[config.mk]
export PLATFORM = sky130hd
export DESIGN_NAME = hem_level
export DESIGN_NICKNAME = d
export VERILOG_FILES = /design/src/hem_pkg.sv /design/src/hem_level.sv
export SDC_FILE = /design/constraint.sdc
export NUM_CORES = 1
export LEC_CHECK = 0
export BUFFER_PORTS_ARGS = -buffer_cell sky130_fd_sc_hd__buf_2
export CAP_MARGIN = 20
export CORE_MARGIN = 2
export CORE_UTILIZATION = 45
export DETAILED_ROUTE_END_ITERATION = 12
export GPL_ROUTABILITY_DRIVEN = 0
export PLACE_DENSITY = 0.63
export SLEW_MARGIN = 20
export SYNTH_ARGS = -nofsm -noshare
export SYNTH_HDL_FRONTEND = slang
export SYNTH_SLANG_ARGS = --single-unit
[constraint.sdc]
create_clock -name vclk -period 18.9
set_clock_uncertainty 0.1 [all_clocks]
set_input_delay 1.89 -clock vclk [all_inputs]
set_output_delay 1.89 -clock vclk [all_outputs]
set_load 0.03 [all_outputs]
[src/hem_pkg.sv]
// hem_pkg: shared types, register codes and fixed field widths of the evolvent map
// depends on nothing; used by hem_cfg_if and every module of the block
package hem_pkg;

    localparam int DIMS_W     = 4;
    localparam int LEVELS_W   = 6;
    localparam int MODE_W     = 2;
    localparam int CFG_IDX_W  = 2;
    localparam int CFG_DATA_W = 6;

    typedef enum logic [CFG_IDX_W-1:0] {
        CFG_DIMS   = 2'd0,
        CFG_LEVELS = 2'd1,
        CFG_MODE   = 2'd2
    } hem_cfg_idx_t;

    typedef enum logic [MODE_W-1:0] {
        MODE_CENTER = 2'd0,
        MODE_LINEAR = 2'd1,
        MODE_NODE   = 2'd2
    } hem_mode_t;

    typedef enum logic [2:0] {
        S_IDLE,
        S_PREP,
        S_DIV,
        S_ALIGN,
        S_LEVEL,
        S_FIX,
        S_OUT
    } hem_state_t;

    // walk state carried from level to level: entry axis and correction axis
    typedef struct packed {
        logic [DIMS_W-1:0] it;
        logic [DIMS_W-1:0] k;
    } hem_walk_t;

    typedef struct packed {
        logic busy;
        logic done;
    } hem_div_stat_t;

endpackage

[src/hem_level.sv]
// hem_level: one partition level of the curve, sub-cube pattern, swap and orientation
// depends on hem_pkg for the walk struct and field widths
module hem_level #(
    parameter int MAX_DIMS = 10
) (
    input  logic [MAX_DIMS-1:0]      digit,
    input  logic [hem_pkg::DIMS_W-1:0] dims,
    input  logic [MAX_DIMS-1:0]      w_in,
    input  hem_pkg::hem_walk_t       walk_in,
    output logic [MAX_DIMS-1:0]      u_out,
    output logic [MAX_DIMS-1:0]      w_out,
    output hem_pkg::hem_walk_t       walk_out
);
    import hem_pkg::*;

    localparam int IW = (MAX_DIMS > 1) ? $clog2(MAX_DIMS) : 1;

    logic [MAX_DIMS-1:0] dmask, cur, lowm, u_p, v_p, u_s, v_s;
    logic [DIMS_W-1:0]   nm1, ax, ax_r;
    logic                q_pos, q_neg, is_zero, is_full, prev;

    // bit set means +1, clear means -1
    always_comb
    begin
        nm1   = dims - 1'b1;
        dmask = '0;
        cur   = '0;
        for (int i = 0; i < MAX_DIMS; i++)
        begin
            if (i < int'(dims))
            begin
                dmask[i] = 1'b1;
                cur[i]   = digit[IW'(int'(nm1) - i)];
            end
        end
        is_zero = (digit & dmask) == '0;
        is_full = (digit & dmask) == dmask;

        // exit axis: lowest bit position that opens or closes a run
        ax    = nm1;
        q_pos = 1'b0;
        q_neg = 1'b0;
        lowm  = '0;
        if (!is_zero && !is_full)
        begin
            for (int p = MAX_DIMS - 1; p >= 1; p--)
            begin
                lowm = MAX_DIMS'((1 << p) - 1);
                if (p < int'(dims))
                begin
                    if (digit[p] && ((digit & lowm) == '0))
                    begin
                        ax    = DIMS_W'(int'(nm1) - p);
                        q_neg = 1'b1;
                        q_pos = 1'b0;
                    end
                    else if (!digit[p] && ((digit & lowm) == lowm))
                    begin
                        ax    = DIMS_W'(int'(nm1) - p);
                        q_pos = 1'b1;
                        q_neg = 1'b0;
                    end
                end
            end
        end

        u_p  = '0;
        v_p  = '0;
        prev = 1'b0;
        if (is_zero)
        begin
            u_p = '0;
            v_p = '0;
        end
        else if (is_full)
        begin
            u_p[0]          = 1'b1;
            v_p[0]          = 1'b1;
            v_p[nm1[IW-1:0]] = 1'b1;
        end
        else
        begin
            for (int i = 0; i < MAX_DIMS; i++)
            begin
                u_p[i] = cur[i] ^ prev;
                prev   = cur[i];
            end
            v_p = u_p;
            if (q_neg)
                v_p[ax[IW-1:0]] = ~v_p[ax[IW-1:0]];
            v_p[nm1[IW-1:0]] = ~v_p[nm1[IW-1:0]];
        end

        // exchange coordinate zero with the entry axis
        u_s = u_p;
        v_s = v_p;
        u_s[0]                  = u_p[walk_in.it[IW-1:0]];
        u_s[walk_in.it[IW-1:0]] = u_p[0];
        v_s[0]                  = v_p[walk_in.it[IW-1:0]];
        v_s[walk_in.it[IW-1:0]] = v_p[0];

        if (ax == '0)
            ax_r = walk_in.it;
        else if (ax == walk_in.it)
            ax_r = '0;
        else
            ax_r = ax;

        walk_out.it = ax_r;
        if (q_pos || (!q_neg && is_zero))
            walk_out.k = ax_r;
        else if (q_neg)
            walk_out.k = (walk_in.it == nm1) ? '0 : nm1;
        else
            walk_out.k = walk_in.k;

        u_out = ~(u_s ^ w_in);
        w_out = v_s ^ w_in;
    end

endmodule

==> results.yml, run 1 <==
timing:
  rsz0062_at_grt: "no"
  final.min_clock_period_ns: 11.48
  tns_ns: 0
  worst_pin_slew_ns: 0.9183
  setup_viol: 0
  finalHoldViolCount: 0
  finalCritPeriodShare_pct: 60.72
  slew_headroom_pct: 38.73
  max_freq_mhz: 87.14
  whs_ns: 4.010
  maxSlewViolCount: 0
yosys:
  syn_area_per_cell_um2: 6.782
  yosysMostFrequentCell: "nand2_1"
  yosysTopAreaCellShare_pct: 5.379
  synth_common_cells: "nand2_1, nor2_1, a21oi_1, o21ai_0, xnor2_1"
  synthTopCellsByArea: "nand2_1, mux2i_1, xnor2_1, nor2_1, xor2_1"
  synth_area_um2: 4327
  yosysWarnings: 0
  ys_types: 95
  syn-num-nets: 684
  synthCells: 638
  synth-seq-area-share_pct: 0
  yosysTopAreaCell: "nand2_1"
detailed_routing:
  routedWlPerCell_um: 20.43
  routed_wl_um: 15980
  drc_errors: 0
  vias: 5347
  final_antenna_net_count: 0
  first_pass_iters: 6
  drt_iter0_drc: 792
  avgViaCountPerCell: 6.838
global_routing:
  grtUsageTotal_pct: 29.66
  grt_start_max_net_pins: 39
  grt_pass1_wl_um: 24870
  grt_antenna_before_repair: 0
  grt-ovfl-total: 0
  first_global_vias: 4611
floorplanning:
  num_rows: 35
  fp.dieH_um: 102.1
  initial_core_util_pct: 46.60
  io_pins: 60
  chipWidth_um: 102.1
  coreArea_um2: 9284
  die_area_um2: 10420
setup_path:
  end_kind: "primary output"
  crit_path_start_kind: "input pin"
  arrival_ns: 9.49
  crit_type: "input pin to primary output"
  slowest_stage: "xnor2_2"
  path_buf_inv: 5
  crit_family: "compound AO/OA/AOI/OAI gates"
  cp_cell_sequence: "buf_2 > buf_4 > clkinv_1 > ha_1 > xnor2_2 > clkinv_1 > ha_1 > or4_1 > a21oi_1 > o21ai_1 > and3_1 > nor4b_2 > a22oi_1 > a211oi_1 > xor2_1 > and2_1 > o21ai_1 > a31oi_1 > and3_1 > a2111oi_0 > nand4_1 > xnor2_1 > buf_2"
  slowest_delay_ns: 0.67
  critPathRequiredTime_ns: 16.91
  crit_fanout: 35
power_and_ir_drop:
  seqPwrFrac_pct: 0
  comb_power_share_pct: 100.0
  switchingPower_mw: 0.1797
  power_switching_share_pct: 65.89
  p_leak_nw: 1.761
  total_power_mw: 0.2727
  p_clk_share_pct: 0
  ir_worst_vdd_mv: 0.04654
  powerDensity_nw_per_um2: 59.52
  internal-power_mw: 0.09300
layout:
  utilization_pct: 49.34
  clock_buffers: 0
  sequential_cell_area_um2: 0
  fin_nets: 701
  area_delta_synth_final_pct: 5.870
  n_sequential_cell: 0
  drive_above_1_share_pct: 17.15
  final_cells: 782
  antenna_cells: 0
clock_tree:
  postCtsSetupBuffers: 0
  ctsHoldBuffers: 0
  cts-resized-gates: 0
placed_design:
  portBuffers: 60
  placedCellCount: 781
  hpwl_um: 11890
job:
  cap_violations: 0
outcome:
  status: "finished clean"
hold_path:
  hold_path_class: "input pin to primary output"
[cell type report]
| class | count | area (um2) |
|---|---|---|
| tap | 129 | 161.4 |
| multi-input combinational | 573 | 4033 |
| inverter | 17 | 63.81 |
| fill | 975 | 4703 |
| timing repair buffer | 63 | 322.8 |
[layer usage]
layer,wire (um),track usage (%)
met3,1721,2.531
met1,7073,46.18
met5,0,0
met4,250,4.923
met2,6934,44.74
[cells in the final DEF, fill, tap and decap left out, types with 6 or more instances in the layout]
master / synthesis / routed
o211ai_1: 10 / 10
nand2b_1: 12 / 12
mux2_2: 8 / 8
nor2_1: 54 / 54
o22ai_1: 9 / 9
nor2b_1: 16 / 16
o21a_1: 13 / 13
mux2i_1: 23 / 23
a211oi_1: 12 / 12
ha_1: 14 / 14
buf_2: 13 / 60
nor3_1: 18 / 18
xor2_1: 21 / 21
nand2_1: 62 / 62
a31oi_1: 12 / 12
and3_1: 9 / 9
xnor2_1: 26 / 26
nand3_1: 24 / 24
nor4_1: 6 / 6
a22oi_1: 6 / 6
o21ai_1: 14 / 14
nand4_1: 11 / 11
or3_1: 9 / 9
a21oi_1: 34 / 34
inv_1: 11 / 11
o21ai_0: 32 / 32
[logic make-up after synthesis]
group | share of synthesized area (%)
AOI/OAI and AO/OA | 35.71
adders and majority gates | 4.049
buffers and inverters | 6.796
and+or+nand+nor | 31.75
xor gates and xnor gates | 11.68
muxes | 10.01
[path summary, 6_finish.rpt]
kind / from / slack (ns) / end / depth (start not counted)
min: w_in[7] / 4.01 / w_out[7] / 3
max: dims[0] / 7.42 / w_out[0] / 23
[worst min-delay path: stages]
cell and delay [ns]:
buf_2 0.10, xor2_1 0.06, buf_2 0.17
[power groups by stage]
stage | combinational, mW | clock [mW] | sequential, mW
6_report | 0.273 | 0 | 0
5_1_grt | 0.291 | 0 | 0
4_1_cts | 0.267 | 0 | 0
3_5_place_dp | 0.266 | 0 | 0
3_3_place_gp | 0.264 | 0 | 0
2_1_floorplan | 0.203 | 0 | 0
[through the flow]
| step | worst slack [ns] | instance area (um2) |
|---|---|---|
| 2_1_floorplan | 9.281 | 4327 |
| 3_3_place_gp | 7.809 | 4573 |
| 3_5_place_dp | 7.606 | 4573 |
| 4_1_cts | 7.608 | 4573 |
| 5_1_grt | 6.778 | 4581 |
| 6_report | 7.425 | 4581 |
(Power assumes the default switching activity.)
==> run 2, diff against run 1 <==
--- a/config.mk
+++ b/config.mk
@@ -11,7 +11,7 @@
 export CORE_UTILIZATION = 45
 export DETAILED_ROUTE_END_ITERATION = 12
 export GPL_ROUTABILITY_DRIVEN = 0
-export PLACE_DENSITY = 0.63
+export PLACE_DENSITY = 0.65
 export SLEW_MARGIN = 20
 export SYNTH_ARGS = -nofsm -noshare
 export SYNTH_HDL_FRONTEND = slang
==> constraint.sdc (replaced) <==
create_clock -name vclk -period 10.05
set_clock_uncertainty 0.1 [all_clocks]
set_input_delay 1.005 -clock vclk [all_inputs]
set_output_delay 1.005 -clock vclk [all_outputs]
set_load 0.03 [all_outputs]
==> run 2 against run 1 <==
Against the previous run:
- largest power group unchanged
- total power up 88%
- via count rose by 1.3%
- combinational power rose by 88%
- final cell count increased by 0.26%
==> results.yml, run 2 (synthesis results as in run 1) <==
floorplanning:
  io_pins: 60
  fp.dieH_um: 102.1
  die_area_um2: 10420
  num_rows: 35
  coreArea_um2: 9284
  initial_core_util_pct: 46.60
  chipWidth_um: 102.1
global_routing:
  first_global_vias: 4729
  grtUsageTotal_pct: 29.70
  grt_pass1_wl_um: 24690
  grt_start_max_net_pins: 39
  grt_antenna_before_repair: 0
  grt-ovfl-total: 0
timing:
  fin_ws_ns: 1.448
  finalCritPeriodShare_pct: 85.60
  rsz0062_at_grt: "no"
  setup_viol: 0
  worst_pin_slew_ns: 0.9939
  maxSlewViolCount: 0
  slew_headroom_pct: 33.50
  final.min_clock_period_ns: 8.602
  tns_ns: 0
  max_freq_mhz: 116.2
  finalHoldViolCount: 0
setup_path:
  crit_path_start_kind: "input pin"
  slowest_delay_ns: 0.58
  critPathRequiredTime_ns: 8.95
  cp-endpoint: "w_out[0]"
  crit_family: "simple AND/OR/NAND/NOR gates"
  path_buf_inv: 4
  critPathLaunch: "dims[1]"
  worst-path-stages: 22
  cp_cell_sequence: "buf_2 > inv_1 > ha_1 > xnor2_2 > clkinv_1 > ha_1 > or4_1 > a21oi_1 > or3_1 > nand3_1 > a311oi_2 > xnor2_1 > mux2i_1 > mux2_2 > a2111oi_2 > or4_1 > a31oi_1 > and3_1 > a2111oi_0 > nand4_1 > xnor2_1 > buf_2"
  slowest_stage: "xnor2_2"
  crit_fanout: 27
  arrival_ns: 7.50
  crit_type: "input pin to primary output"
  end_kind: "primary output"
layout:
  drive_above_1_share_pct: 17.40
  antenna_cells: 0
  n_sequential_cell: 0
  clock_buffers: 0
  fin_nets: 703
  final_cell_mix: "nand2_1, buf_2, nor2_1"
  final_cells: 784
  final_common_cell: "nand2_1"
  fill_cells: 992
  area_delta_synth_final_pct: 6.160
  multi_input_area_um2: 4033
  sequential_cell_area_um2: 0
detailed_routing:
  avgViaCountPerCell: 6.912
  drt_iter0_drc: 551
  routed_wl_um: 16040
  first_pass_iters: 6
  routedWlPerCell_um: 20.46
  drc_errors: 0
  vias: 5419
  final_antenna_net_count: 0
placed_design:
  dp_slack_ns: 1.595
  placedCellCount: 783
  portBuffers: 60
  hpwl_um: 12180
outcome:
  status: "finished clean"
power_and_ir_drop:
  ir_worst_vdd_mv: 0.05159
  total_power_mw: 0.5118
  powerDensity_nw_per_um2: 111.4
  p_leak_nw: 1.770
clock_tree:
  postCtsSetupBuffers: 0
  ctsHoldBuffers: 0
  cts-resized-gates: 0
job:
  cap_violations: 0
hold_path:
  hold_path_class: "input pin to primary output"
-- run 2: power breakdown --
group / internal, mW / switching (mW) / leakage, nW
registers: 0 / 0 / 0
clock network: 0 / 0 / 0
logic: 0.175 / 0.337 / 1.77
-- run 2: final cells by class --
type | instances | share of cell area [%]
Multi-Input combinational cell | 573 | 87.80
Tap cell | 129 | 3.514
Inverter | 17 | 1.389
Timing Repair Buffer | 65 | 7.300
-- run 2: per-layer routing --
layer / vias to the layer above / global-route usage, % / part of all wire (%)
met4: 0 / 9.128 / 3.0
met5: - / 0 / 0
met3: 51 / 5.472 / 12
met1: 2546 / 41.94 / 41
li1: 2458 / - / -
met2: 364 / 45.85 / 44
-- run 2: stage by stage --
| stage | hold WS (ns) | utilization (%) | cell area [um2] |
|---|---|---|---|
| after floorplan | 2.086 | - | 4327 |
| after global placement | 2.236 | 49.42 | 4588 |
| after detailed placement | 2.239 | 49.42 | 4588 |
| after CTS | 2.239 | 49.42 | 4588 |
| after global routing | 2.248 | 49.47 | 4593 |
| final | 2.237 | 49.47 | 4593 |
-- run 2: how the worst min path moves through the flow --
stage / endpoint / startpoint / slack (ns) / cells past startpoint
3_3_place_gp: w_out[2] / w_in[2] / 2.24 / 3
5_1_grt: u_out[9] / w_in[9] / 2.25 / 3
2_1_floorplan: u_out[4] / w_in[4] / 2.09 / 1
3_5_place_dp: w_out[4] / w_in[4] / 2.24 / 3
4_1_cts: w_out[4] / w_in[4] / 2.24 / 3
6_report: w_out[4] / w_in[4] / 2.24 / 3
==> run 3, diff against run 2 <==
--- a/config.mk
+++ b/config.mk
@@ -7,11 +7,11 @@
 export LEC_CHECK = 0
 export BUFFER_PORTS_ARGS = -buffer_cell sky130_fd_sc_hd__buf_2
 export CAP_MARGIN = 20
-export CORE_MARGIN = 2
 export CORE_UTILIZATION = 45
 export DETAILED_ROUTE_END_ITERATION = 12
 export GPL_ROUTABILITY_DRIVEN = 0
-export PLACE_DENSITY = 0.65
+export MAX_ROUTING_LAYER = met4
+export PLACE_DENSITY = 0.63
 export SLEW_MARGIN = 20
 export SYNTH_ARGS = -nofsm -noshare
 export SYNTH_HDL_FRONTEND = slang
==> constraint.sdc (replaced) <==
create_clock -name vclk -period 9
set_clock_uncertainty 0.1 [all_clocks]
set_input_delay 0.9 -clock vclk [all_inputs]
set_output_delay 0.9 -clock vclk [all_outputs]
set_load 0.03 [all_outputs]
==> run 3 against run 2 <==
Against the previous run:
- setup slack got worse by 0.53 ns
- sequential share of layout area did not move
- global-route usage rose by 3.4 points
- die area fell by 3.9%
- final cell count rose by 0.38%
- utilization rose by 0.27 points
- count of clock-buffer cells in the layout did not move
- sequential cell count did not move
- total power rose by 12%
- critical path depth rose by 1
- combinational power rose by 12%
- routed wire length rose by 0.80%
- critical endpoint unchanged
- highest routed layer unchanged
==> results.yml, run 3 (synthesis results as in run 1) <==
setup_path:
  slowest_delay_ns: 0.50
  crit_path_start_kind: "input pin"
  slowest_stage: "or4_1"
  crit_family: "compound AO/OA/AOI/OAI gates"
  cp_cell_sequence: "buf_2 > inv_1 > ha_1 > xnor2_2 > buf_4 > clkinv_1 > ha_1 > or4_1 > a21oi_1 > o21ai_1 > and3_1 > nor4b_2 > a22oi_1 > a211oi_1 > xor2_1 > and2_1 > o21ai_1 > a21o_4 > a31oi_1 > a2111oi_0 > nand4_1 > xnor2_1 > buf_2"
  end_kind: "primary output"
  arrival_ns: 7.09
  crit_type: "input pin to primary output"
  crit_fanout: 27
  critPathLaunch: "dims[1]"
  path_buf_inv: 5
  critPathRequiredTime_ns: 8.00
job:
  cap_violations: 0
clock_tree:
  postCtsSetupBuffers: 0
  cts-resized-gates: 0
  ctsHoldBuffers: 0
layout:
  fin_area_um2: 4618
  area_delta_synth_final_pct: 6.738
  fin_nets: 706
  antenna_cells: 0
  n_sequential_cell: 0
  final_common_cell: "nand2_1"
  drive_above_1_share_pct: 17.78
  sequential_cell_area_um2: 0
  clock_buffers: 0
  final_cell_mix: "nand2_1, buf_2, nor2_1"
detailed_routing:
  first_pass_iters: 5
  vias: 5413
  drt_iter0_drc: 580
  routedWlPerCell_um: 20.55
  routed_wl_um: 16170
  drc_errors: 0
  avgViaCountPerCell: 6.878
  final_antenna_net_count: 0
placed_design:
  hpwl_um: 11890
  portBuffers: 60
  placed_area_um2: 4611
hold_path:
  hold_path_class: "input pin to primary output"
  hold_end: "w_out[5]"
  whs_path_depth: 3
  hp-start: "w_in[5]"
timing:
  max_freq_mhz: 123.7
  tns_ns: 0
  slew_headroom_pct: 33.15
  rsz0062_at_grt: "no"
  worst_pin_slew_ns: 0.9991
  final.min_clock_period_ns: 8.086
  finalHoldViolCount: 0
  finalCritPeriodShare_pct: 89.85
  maxSlewViolCount: 0
  whs_ns: 2.028
  setup_viol: 0
floorplanning:
  io_pins: 60
  initial_core_util_pct: 46.60
  num_rows: 35
  chipWidth_um: 100.1
  fp.dieH_um: 100.1
  die_area_um2: 10010
  coreArea_um2: 9284
global_routing:
  grt_pass1_wl_um: 25950
  first_global_vias: 4879
  grt-ovfl-total: 0
  grt_start_max_net_pins: 39
  grtUsageTotal_pct: 33.09
  grt_antenna_before_repair: 0
outcome:
  status: "finished clean"
power_and_ir_drop:
  p_leak_nw: 1.785
  ir_worst_vdd_mv: 0.04968
  powerDensity_nw_per_um2: 123.6
==> run 3: cell count changes in the layout (fill, tap and decap cells not counted) <==
cell / before / now
buf_4: 4 / 7
buf_2: 61 / 60
clkbuf_4: 0 / 1
==> run 3: power breakdown <==
group,total (mW),switching (mW),internal [mW]
Clock,0,0,0
Combinational,0.571,0.374,0.197
Sequential,0,0,0
Total,0.571,0.374,0.197
==> run 3: how the worst max path moves through the flow <==
stage / to / depth (start not counted) / slack [ns]
floorplan: w_out[0] / 23 / 1.36
global placement: w_out[0] / 22 / 1.23
detailed placement: w_out[0] / 23 / 1.10
CTS: w_out[0] / 23 / 1.09
global route: w_out[0] / 23 / 0.50
finish: w_out[0] / 23 / 0.91
==> run 3: metrics by stage <==
step	power, mW	util [%]	instances	setup slack, ns
2_1_floorplan	0.4255	-	638	1.361
3_3_place_gp	0.5509	49.66	786	1.234
3_5_place_dp	0.5557	49.66	786	1.102
4_1_cts	0.5578	49.66	786	1.089
5_1_grt	0.6115	49.74	787	0.5043
6_report	0.5710	49.74	787	0.9138
==> run 3: final cells by class <==
class              instances  area [um2]
multi-input cells        573        4033
fillers                  978        4666
inverters                 17       63.81
repair buffers            68       360.3
well taps                129       161.4
==> run 3: metal layers <==
metal	share of wire [%]	wire, um	global-route usage (%)
met3	11	1705	5.919
met4	3.2	525	10.81
met2	44	7101	49.76
met5	0	0	-
met1	42	6840	44.74
