### src/hem_pkg.sv
// hem_pkg: shared types, register codes and fixed field widths of the evolvent map
// depends on nothing; used by hem_cfg_if and every module of the block
package hem_pkg;

    localparam int DIMS_W     = 4;
    localparam int LEVELS_W   = 6;
    localparam int MODE_W     = 2;
    localparam int CFG_IDX_W  = 2;
    localparam int CFG_DATA_W = 6;

    typedef enum logic [CFG_IDX_W-1:0] {
        CFG_DIMS   = 2'd0,
        CFG_LEVELS = 2'd1,
        CFG_MODE   = 2'd2
    } hem_cfg_idx_t;

    typedef enum logic [MODE_W-1:0] {
        MODE_CENTER = 2'd0,
        MODE_LINEAR = 2'd1,
        MODE_NODE   = 2'd2
    } hem_mode_t;

    typedef enum logic [2:0] {
        S_IDLE,
        S_PREP,
        S_DIV,
        S_ALIGN,
        S_LEVEL,
        S_FIX,
        S_OUT
    } hem_state_t;

    // walk state carried from level to level: entry axis and correction axis
    typedef struct packed {
        logic [DIMS_W-1:0] it;
        logic [DIMS_W-1:0] k;
    } hem_walk_t;

    typedef struct packed {
        logic busy;
        logic done;
    } hem_div_stat_t;

endpackage

### src/hem_divider.sv
// hem_divider: restoring divider, one quotient bit per cycle
// depends on hem_pkg for the status struct
module hem_divider #(
    parameter int NUM_W = 48,
    parameter int DEN_W = 10
) (
    input  logic             clk,
    input  logic             rst_n,
    input  logic             start,
    input  logic [NUM_W-1:0] num,
    input  logic [DEN_W-1:0] den,
    output logic [NUM_W-1:0] quot,
    output hem_pkg::hem_div_stat_t stat
);
    import hem_pkg::*;

    localparam int CW = $clog2(NUM_W + 1);

    logic [NUM_W-1:0] quo_reg;
    logic [DEN_W-1:0] rem_reg, den_reg;
    logic [CW-1:0]    cnt_reg;
    logic             busy_reg, done_reg;
    logic [DEN_W:0]   trial, diff;
    logic             take;

    always_comb
    begin
        trial = {rem_reg, quo_reg[NUM_W-1]};
        diff  = trial - {1'b0, den_reg};
        take  = trial >= {1'b0, den_reg};
    end

    always_ff @(posedge clk or negedge rst_n)
    begin
        if (!rst_n)
        begin
            busy_reg <= 1'b0;
            done_reg <= 1'b0;
            cnt_reg  <= '0;
        end
        else
        begin
            done_reg <= 1'b0;
            if (start)
            begin
                busy_reg <= 1'b1;
                cnt_reg  <= CW'(NUM_W);
            end
            else if (busy_reg)
            begin
                cnt_reg <= cnt_reg - 1'b1;
                if (cnt_reg == CW'(1))
                begin
                    busy_reg <= 1'b0;
                    done_reg <= 1'b1;
                end
            end
        end
    end

    always_ff @(posedge clk)
    begin
        if (start)
        begin
            quo_reg <= num;
            rem_reg <= '0;
            den_reg <= den;
        end
        else if (busy_reg)
        begin
            quo_reg <= {quo_reg[NUM_W-2:0], take};
            rem_reg <= take ? diff[DEN_W-1:0] : trial[DEN_W-1:0];
        end
    end

    assign quot      = quo_reg;
    assign stat.busy = busy_reg;
    assign stat.done = done_reg;

endmodule

### config.mk
export PLATFORM = sky130hd
export DESIGN_NAME = hem_divider
export DESIGN_NICKNAME = d
export VERILOG_FILES = /design/src/hem_pkg.sv /design/src/hem_divider.sv
export SDC_FILE = /design/constraint.sdc
export NUM_CORES = 1
export LEC_CHECK = 0
export BUFFER_PORTS_ARGS = -buffer_cell sky130_fd_sc_hd__buf_2
export CELL_PAD_IN_SITES_DETAIL_PLACEMENT = 0
export CELL_PAD_IN_SITES_GLOBAL_PLACEMENT = 1
export CORE_AREA = 2 2 103 105
export CTS_CLUSTER_DIAMETER = 50
export DETAILED_ROUTE_END_ITERATION = 6
export DIE_AREA = 0 0 105 107
export PLACE_DENSITY_LB_ADDON = 0.25
export SYNTH_ARGS = -nofsm -noshare
export SYNTH_HDL_FRONTEND = slang
export SYNTH_SLANG_ARGS = --single-unit
### constraint.sdc
create_clock -name clk -period 2 [get_ports clk]
set_input_delay 0.4 -clock clk [delete_from_list [all_inputs] [get_ports clk]]
set_output_delay 0.4 -clock clk [all_outputs]
set_load 0.005 [all_outputs]
==> results of run 1 <==
-- final cells by class --
class / instances / share of cell area, %
Clock buffer: 9 / 2.51
Clock inverter: 7 / 1.50
Inverter: 16 / 1.22
Multi-Input combinational cell: 170 / 30.3
Sequential cell: 76 / 43.4
Tap cell: 136 / 3.45
Timing Repair Buffer: 144 / 17.6
-- cell families (layout without fill, tap and decap cells) --
family	Yosys count	count (layout)	synth area share, %
xor+xnor	9	9	2.15
compound gates	37	38	8.79
fa+ha+maj	13	13	4.63
buf+inv	29	176	3.58
flops	76	76	58.3
mux	49	49	15.0
simple gates	61	61	7.56
-- what timing repair did --
action / CTS / global route
pin swaps: 13 / 9
buffers inserted: 5 / 1
hold endpoints to repair: 8 / 0
endpoints found under the setup margin: 10 / 11
hold buffers: 1 / 0
gates cloned: 1 / 0
resized for setup: 12 / 5
-- power breakdown --
group	leakage, nW	internal (mW)	switching, mW	total [mW]
registers	0.782	1.96	0.170	2.13
clock network	0.0899	0.581	0.628	1.21
logic	1.24	1.05	0.915	1.96
-- worst max-delay path: cells and delay by family (launching register included) --
family          cells  cell delay, ns
simple gates        1            0.10
fa+ha+maj           1            0.19
compound gates      5            1.15
buf+inv             2            0.20
flops               1            0.39
-- layout by cell type, fill, tap and decap left out, drive strengths merged, types with 2 or more instances in the layout --
cell type	instances
dfrtp	8
a21o	3
a21oi	9
edfxtp	58
a31oi	2
clkinv	2
nand2b	4
dfxtp	10
o21ai	4
xor2	2
inv	17
nor3	3
nor2	24
a211oi	2
nor4	3
clkbuf	9
nand3	4
clkinvlp	3
mux2	48
xnor2	7
o31a	3
ha	12
o211ai	2
a311oi	8
nand2	18
buf	143
-- through the flow --
step,power (mW),TNS [ns]
floorplan,3.19,0
global placement,3.79,-0.874
detailed placement,3.79,-1.25
CTS,5.28,-0.540
global route,5.62,-1.75
finish,5.30,-0.743
-- metal layers --
| layer | part of all wire (%) | GRT usage (%) | up-vias |
|---|---|---|---|
| li1 | - | - | 1300 |
| met1 | 43 | 18.7 | 1308 |
| met2 | 47 | 24.6 | 87 |
| met3 | 8.5 | 5.90 | 6 |
| met4 | 1.0 | 5.14 | 0 |
| met5 | 0 | 0 | - |
-- worst min-delay path by stage --
stage / startpoint / endpoint / slack (ns) / cells after the start
floorplan: rst_n / busy_reg / 0.10 / 0
global placement: rst_n / cnt_reg[3] / 0.25 / 1
detailed placement: rst_n / cnt_reg[3] / 0.26 / 1
CTS: den[6] / den_reg[6] / 0.19 / 1
global route: den[9] / den_reg[9] / 0.19 / 1
finish: den[5] / den_reg[5] / 0.22 / 1
-- synthesized netlist by cell type (2+ instances only) --
| cell type | n |
|---|---|
| dfxtp_1 | 10 |
| ha_1 | 12 |
| a311oi_1 | 7 |
| clkbuf_1 | 8 |
| buf_6 | 2 |
| o31a_1 | 2 |
| nor4_1 | 3 |
| xor2_1 | 2 |
| a21oi_1 | 6 |
| a21oi_4 | 2 |
| nor2_1 | 24 |
| nand2b_1 | 4 |
| nand2_1 | 17 |
| inv_1 | 15 |
| buf_4 | 2 |
| mux2_2 | 48 |
| xnor2_1 | 7 |
| a21o_1 | 2 |
| nand3_1 | 3 |
| edfxtp_1 | 58 |
| dfrtp_1 | 8 |
| a211oi_1 | 2 |
| nor3_1 | 3 |
| o21ai_0 | 3 |
==> flow_summary.toml, run 1 <==
[outcome]
outcome = "complete, but fails checks"
violations = "setup timing"

[clock_network]
cts-htree-levels = 3
clockRootBuffer = "clkbuf_8"
cts_tree = "done"
clk_pin_slew_worst_paths_ns = 0.09
cts_max_path_buffers = 2
clk_latency_ns = 0.35
clock-sinks = 76
cts-buffers-inserted = 9

[critical_path]
r2r_start = "den_reg[8]"
crit_arrival_ns = 2.39
crit_start = "den_reg[8]"
max_stage_delay_ns = 0.39
r2r_setup_slack_ns = -0.12
cp.required_ns = 2.27
worstPathCellList = "inv_2, ha_4, a21o_1, a211o_1, a31oi_4, buf_6, o31a_1, nand2_1, a311oi_2"
startpoint_type = "register"
critPathKind = "reg2reg"
crit_path_end = "rem_reg[5]"
end_kind = "register"
reg2reg_to = "rem_reg[5]"
critPathMaxFanout = 5
rr_worst_depth = 9
slowest_stage = "edfxtp_1"

[synthesis]
netlist.area_leader.share_pct = 47.4
synth_edf_count = 58
synth_warnings = 0
ys_types = 48
postSynthAreaPerCell_sq_um = 13.4
postSynthNetCount = 348
synth_area_leaders = "edfxtp_1, mux2_2, dfrtp_1"
yosys.area.top_type = "edfxtp_1"
ys_seq_elements = 76
seq_area_frac_synth_pct = 58.3
netlist_instances = 274
netlist_area_sq_mm = 0.00367
synth_async_sr_flop_share_pct = 10.5
ys.flop_type = "edfxtp_1"

[timing]
max_freq_mhz = 472
fin_crit_ns = 2.12
rsz0062_at_grt = "yes"
worst_pin_slew_ns = 0.522
fin_crit_sh_pct = 106
setup_violations = 11
timing.slew.headroom_pct = 64.9
skew_ns = 0.0100
slew_viol_final = 0
holdWs_ns = 0.219
hold_violations = 0
setup_ws_ns = -0.119

[place]
pre_cts_ws_ns = -0.164
placed_cells = 534
gp_congestion = 0.731
dpl_cell_area_sq_mm = 0.00459
dp_hpwl_um = 5640
io_buffers = 110

[routing]
drc = 0
viasPerCell = 4.84
drt-initial-drc-count = 97
firstDrtPassIters = 4
postRouteAntennaNets = 0
vias = 2701
totalWireLength_um = 8260
routedWlPerCell_um = 14.8

[global_route]
grt_pass1_vias = 2845
grt_pass1_wl_um = 13500
track_usage_pct = 15.2
antenna_found_initial = 0
grt_start_max_net_pins = 39
overflow = 0

[floorplan]
fp.coreArea_sq_mm = 0.0101
start_util_pct = 36.4
rows = 37
ios = 111
dieArea_sq_mm = 0.0112
die_h_um = 107
dieWidth_um = 105

[layout]
fill_cells = 990
fin_nets = 491
final_layout_size_suffix_gt1_share_pct = 53.8
multi_input_comb_area_sq_mm = 0.00150
largest_register_ffs = 48
diodes = 0
final-seq-area_sq_mm = 0.00214
area_growth_syn_to_layout_pct = 34.4
finalNonFillerCells = 558
final_core_util_pct = 48.9
stdcell_area_sq_mm = 0.00494

[worst_hold_path]
min_path_type = "in2reg"

[pwr]
leakagePower_nw = 2.11
power_density_mw_per_mm2 = 1070
peakVddDrop_mv = 0.358

[run]
drv_cap = 0
Note: power is estimated with default switching activity, not from simulation.
==> inputs of run 2 (changes only) <==
--- a/config.mk
+++ b/config.mk
@@ -12,6 +12,7 @@
 export CTS_CLUSTER_DIAMETER = 50
 export DETAILED_ROUTE_END_ITERATION = 6
 export DIE_AREA = 0 0 105 107
+export GPL_TIMING_DRIVEN = 0
 export PLACE_DENSITY_LB_ADDON = 0.25
 export SYNTH_ARGS = -nofsm -noshare
 export SYNTH_HDL_FRONTEND = slang
==> flow_summary.toml, run 2 (same netlist as run 1, synthesis figures left out) <==
[outcome]
outcome = "complete, but fails checks"
violations = "setup timing"

[layout]
final_layout_size_suffix_gt1_share_pct = 56.1
largest_register_ffs = 48
finalNonFillerCells = 555
final_common_cell = "buf_2"
fill_cells = 975
diodes = 0
fin_nets = 489
stdcell_area_sq_mm = 0.00497
final_cell_mix = "buf_2, edfxtp_1, mux2_2"
area_growth_syn_to_layout_pct = 35.3

[global_route]
grt_pass1_vias = 2639
overflow = 0
grt_pass1_wl_um = 13000
grt_start_max_net_pins = 50
antenna_found_initial = 0
track_usage_pct = 14.8

[routing]
routedWlPerCell_um = 14.9
firstDrtPassIters = 4
totalWireLength_um = 8270
viasPerCell = 4.80
drc = 0
vias = 2663
postRouteAntennaNets = 0
drt-initial-drc-count = 99

[floorplan]
dieWidth_um = 105
die_h_um = 107
dieArea_sq_mm = 0.0112
ios = 111
rows = 37
fp.coreArea_sq_mm = 0.0101
start_util_pct = 36.4

[timing]
worst_pin_slew_ns = 0.647
setup_ws_ns = -0.135
max_freq_mhz = 468
timing.slew.headroom_pct = 56.8
fin_crit_ns = 2.14
skew_ns = 0.00907
setup_violations = 11
rsz0062_at_grt = "yes"
slew_viol_final = 0
fin_crit_sh_pct = 107
hold_violations = 0

[place]
dp_hpwl_um = 5620
io_buffers = 110
gp_congestion = 0.768
placed_cells = 520
dpl_cell_area_sq_mm = 0.00442

[clock_network]
cts-htree-levels = 3
clockRootBuffer = "clkbuf_8"
cts_tree = "done"
clock-sinks = 76
cts_max_path_buffers = 2
clk_pin_slew_worst_paths_ns = 0.08
cts-buffers-inserted = 9
clk_latency_ns = 0.35

[pwr]
leakagePower_nw = 2.08
power_density_mw_per_mm2 = 1070
peakVddDrop_mv = 0.405

[run]
drv_cap = 0

[worst_hold_path]
min_path_type = "in2reg"
holdPathStages = 1

[critical_path]
rr_worst_depth = 9
cp.required_ns = 2.25
end_kind = "register"
critPathMaxFanout = 4
critPathKind = "reg2reg"
startpoint_type = "register"
crit_arrival_ns = 2.38
-- run 2: cell count changes in the layout (fill, tap and decap cells not counted), moves of 5 or more --
cell,before,now
ha_4,2,7
buf_4,26,18
clkbuf_1,0,9
ha_1,10,4
-- run 2: stage by stage --
stage	hold slack, ns	utilization [%]	setup TNS [ns]	setup slack, ns	power [mW]
4_1_cts	0.204	48.1	-0.974	-0.124	5.16
3_5_place_dp	0.254	43.8	-43.10	-0.641	3.61
3_3_place_gp	0.252	43.8	-40.46	-0.614	3.60
5_1_grt	0.209	49.2	-4.32	-0.233	5.60
6_report	0.231	49.2	-0.726	-0.135	5.31
2_1_floorplan	0.104	-	0	0.00960	3.19
-- run 2: worst max-delay path, stage by stage, from the launching register on --
cell,delay [ns]
edfxtp_1,0.41
inv_2,0.07
ha_4,0.28
nand2b_4,0.06
a21oi_4,0.19
o21ai_4,0.10
o31a_1,0.32
buf_6,0.14
or4_1,0.39
o311ai_1,0.08
-- run 2: metal layers --
| metal | GRT usage [%] | wire length [um] | up-vias |
|---|---|---|---|
| li1 | - | - | 1298 |
| met1 | 19.3 | 3740 | 1275 |
| met2 | 22.4 | 3800 | 78 |
| met3 | 5.29 | 605 | 12 |
| met4 | 6.29 | 127 | 0 |
| met5 | 0 | 0 | - |
-- run 2: power breakdown --
group	internal, mW	total (mW)	switching (mW)
logic	1.08	2.01	0.934
clock network	0.566	1.13	0.562
registers	1.96	2.17	0.209
total	3.61	5.31	1.70
-- run 2: final timing paths --
path	start	endpoint	slack [ns]
hold reg to reg	rem_reg[8]	rem_reg[9]	0.51
min in group asynchronous	rst_n	cnt_reg[4]	0.42
max in group asynchronous	rst_n	cnt_reg[2]	1.40
setup / recovery	den_reg[1]	rem_reg[1]	-0.14
setup reg to reg	den_reg[1]	rem_reg[1]	-0.14
hold / removal	den[1]	den_reg[1]	0.23
-- run 2: area by class of cell --
type | instances | area, sq um | area share, %
multi-input cells | 170 | 1630 | 32.8
clock inverters | 5 | 53.8 | 1.08
plain buffers | 12 | 60.1 | 1.21
clock buffers | 10 | 128 | 2.57
inverters | 16 | 60.1 | 1.21
repair buffers | 130 | 723 | 14.6
well taps | 136 | 170 | 3.42
flip-flops and latches | 76 | 2140 | 43.1
-- run 2: what timing repair did --
item,4_1_cts,5_1_grt
endpoints found under the hold margin,8,0
setup buffers,13,5
hold buffers,1,0
resized for setup,20,18
pin swaps,7,19
gates cloned,2,0
endpoints found under the setup margin,60,61
==> inputs of run 3 (changes only) <==
--- a/config.mk
+++ b/config.mk
@@ -6,12 +6,10 @@
 export NUM_CORES = 1
 export LEC_CHECK = 0
 export BUFFER_PORTS_ARGS = -buffer_cell sky130_fd_sc_hd__buf_2
-export CELL_PAD_IN_SITES_DETAIL_PLACEMENT = 0
-export CELL_PAD_IN_SITES_GLOBAL_PLACEMENT = 1
-export CORE_AREA = 2 2 103 105
+export CORE_AREA = 2 2 93 95
 export CTS_CLUSTER_DIAMETER = 50
 export DETAILED_ROUTE_END_ITERATION = 6
-export DIE_AREA = 0 0 105 107
+export DIE_AREA = 0 0 95 97
 export GPL_TIMING_DRIVEN = 0
 export PLACE_DENSITY_LB_ADDON = 0.25
 export SYNTH_ARGS = -nofsm -noshare
==> constraint.sdc (replaced) <==
create_clock -name clk -period 2 [get_ports clk]
set_input_delay 0.4 -clock clk [delete_from_list [all_inputs] [get_ports clk]]
set_output_delay 0.4 -clock clk [all_outputs]
set_load 0.01 [all_outputs]
==> flow_summary.toml, run 3 (same netlist as run 1, synthesis figures left out) <==
[layout]
diodes = 0
fill_cells = 632
finalNonFillerCells = 529
final_cell_mix = "buf_2, edfxtp_1, mux2_2"
area_growth_syn_to_layout_pct = 36.0
largest_register_ffs = 48
fin_nets = 493
final_layout_size_suffix_gt1_share_pct = 57.3
final_core_util_pct = 61.4
final_common_cell = "buf_2"

[critical_path]
worst-path-stages = 10
critPathMaxFanout = 5
reg2reg_to = "rem_reg[3]"
max_stage_delay_ns = 0.36
end_kind = "register"
cp_num_buf_inv = 3
crit_top_cell = "buf_4"
critPathKind = "reg2reg"
startpoint_type = "register"
worstPathCellList = "inv_1, ha_4, nand2_2, a21oi_4, o21ai_4, buf_4, buf_4, o31ai_4, nand2_1, a311oi_2"
slowest_stage = "edfxtp_1"
cp.required_ns = 2.26
r2r_start = "den_reg[5]"
crit_arrival_ns = 2.38
cpLargestDelayFamily = "compound AO/OA/AOI/OAI gates"
rr_worst_depth = 10
r2r_setup_slack_ns = -0.13

[timing]
setup_ws_ns = -0.127
hold_violations = 0
fin_crit_ns = 2.13
worst_pin_slew_ns = 0.550
rsz0062_at_grt = "yes"
slew_viol_final = 0
fin_crit_sh_pct = 106
max_freq_mhz = 470
timing.slew.headroom_pct = 63.4
skew_ns = 0.0101
setup_violations = 11

[routing]
postRouteAntennaNets = 0
totalWireLength_um = 8190
viasPerCell = 5.10
vias = 2698
firstDrtPassIters = 4
drt-initial-drc-count = 129
routedWlPerCell_um = 15.5
drc = 0

[clock_network]
clk_latency_ns = 0.34
clockRootBuffer = "clkbuf_8"
cts_max_path_buffers = 2
clock-sinks = 76
cts-htree-levels = 3
cts_tree = "done"
cts-buffers-inserted = 9
clk_pin_slew_worst_paths_ns = 0.08

[floorplan]
dieArea_sq_mm = 0.00922
rows = 33
die_h_um = 97
start_util_pct = 45.2
fp.coreArea_sq_mm = 0.00813
ios = 111
dieWidth_um = 95

[worst_hold_path]
min_to = "den_reg[4]"
holdPathStages = 1
min_from = "den[4]"
min_path_type = "in2reg"

[pwr]
p_seq_share_pct = 39.8
p_int_mw = 3.68
leakagePower_nw = 2.09
power_mw = 5.48
p_switching_mw = 1.80
power_density_mw_per_mm2 = 1100
peakVddDrop_mv = 0.458
comb_power_share_pct = 39.6
pwr-share-clk_pct = 20.7
switching_share_pct = 32.9

[place]
gp_congestion = 0.790
io_buffers = 110
dp_hpwl_um = 5420
placed_cells = 489

[global_route]
grt_pass1_vias = 2740
track_usage_pct = 18.3
antenna_found_initial = 0
grt_start_max_net_pins = 50
overflow = 0
grt_pass1_wl_um = 13100

[outcome]
violations = "setup timing"
outcome = "complete, but fails checks"

[run]
drv_cap = 0
[run 3: changes by cell type in the layout (fill, tap and decap cells not counted), sizes merged]
cell	previous run	this run
clkinvlp	0	1
buf	133	137
clkinv	5	4
clkbuf	18	19
[run 3: area by class of cell]
type / count / area, sq um / area share, %
plain buffers: 12 / 61.3 / 1.23
clock buffers: 11 / 131 / 2.63
clock inverters: 5 / 52.6 / 1.05
inverters: 16 / 60.1 / 1.20
multi-input cells: 170 / 1660 / 33.3
flip-flops and latches: 76 / 2140 / 42.9
well taps: 105 / 131 / 2.63
repair buffers: 134 / 752 / 15.1
[run 3: stage by stage]
step | instance area [sq um] | TNS (ns) | hold slack (ns) | setup WS (ns)
6_report | 4990 | -0.780 | 0.230 | -0.127
5_1_grt | 4990 | -1.79 | 0.215 | -0.210
4_1_cts | 4860 | -0.824 | 0.217 | -0.0996
3_5_place_dp | 4400 | -38.21 | 0.252 | -0.586
3_3_place_gp | 4400 | -32.72 | 0.249 | -0.528
2_1_floorplan | 3720 | -0.0144 | 0.104 | -0.0144
[run 3: repair_timing]
action,4_1_cts,5_1_grt
endpoints found under the setup margin,60,18
hold buffers,1,0
resized for setup,24,20
hold endpoints to repair,8,0
gates cloned,2,0
buffers inserted,14,8
pin swaps,9,23
[run 3: power by group through the flow]
stage	clock, mW	combinational [mW]	sequential, mW
after floorplan	0	1.08	2.19
after global routing	1.22	2.33	2.21
after global placement	0	1.48	2.16
after CTS	1.16	1.94	2.17
after detailed placement	0	1.50	2.17
final	1.13	2.17	2.18
[run 3: how the worst max path moves through the flow]
stage | startpoint | end | slack, ns
6_report | den_reg[5] | rem_reg[3] | -0.13
5_1_grt | quot[47] | rem_reg[4] | -0.21
4_1_cts | den_reg[8] | rem_reg[5] | -0.1
3_5_place_dp | start | quot[32] | -0.59
3_3_place_gp | start | quot[37] | -0.53
2_1_floorplan | quot[47] | rem_reg[1] | -0.01
[run 3: per-layer routing]
metal  routed length [um]  GRT usage [%]
met5                    0              0
met4                  223           9.25
met3                  706           7.24
met2                 3810           27.3
met1                 3450           22.9
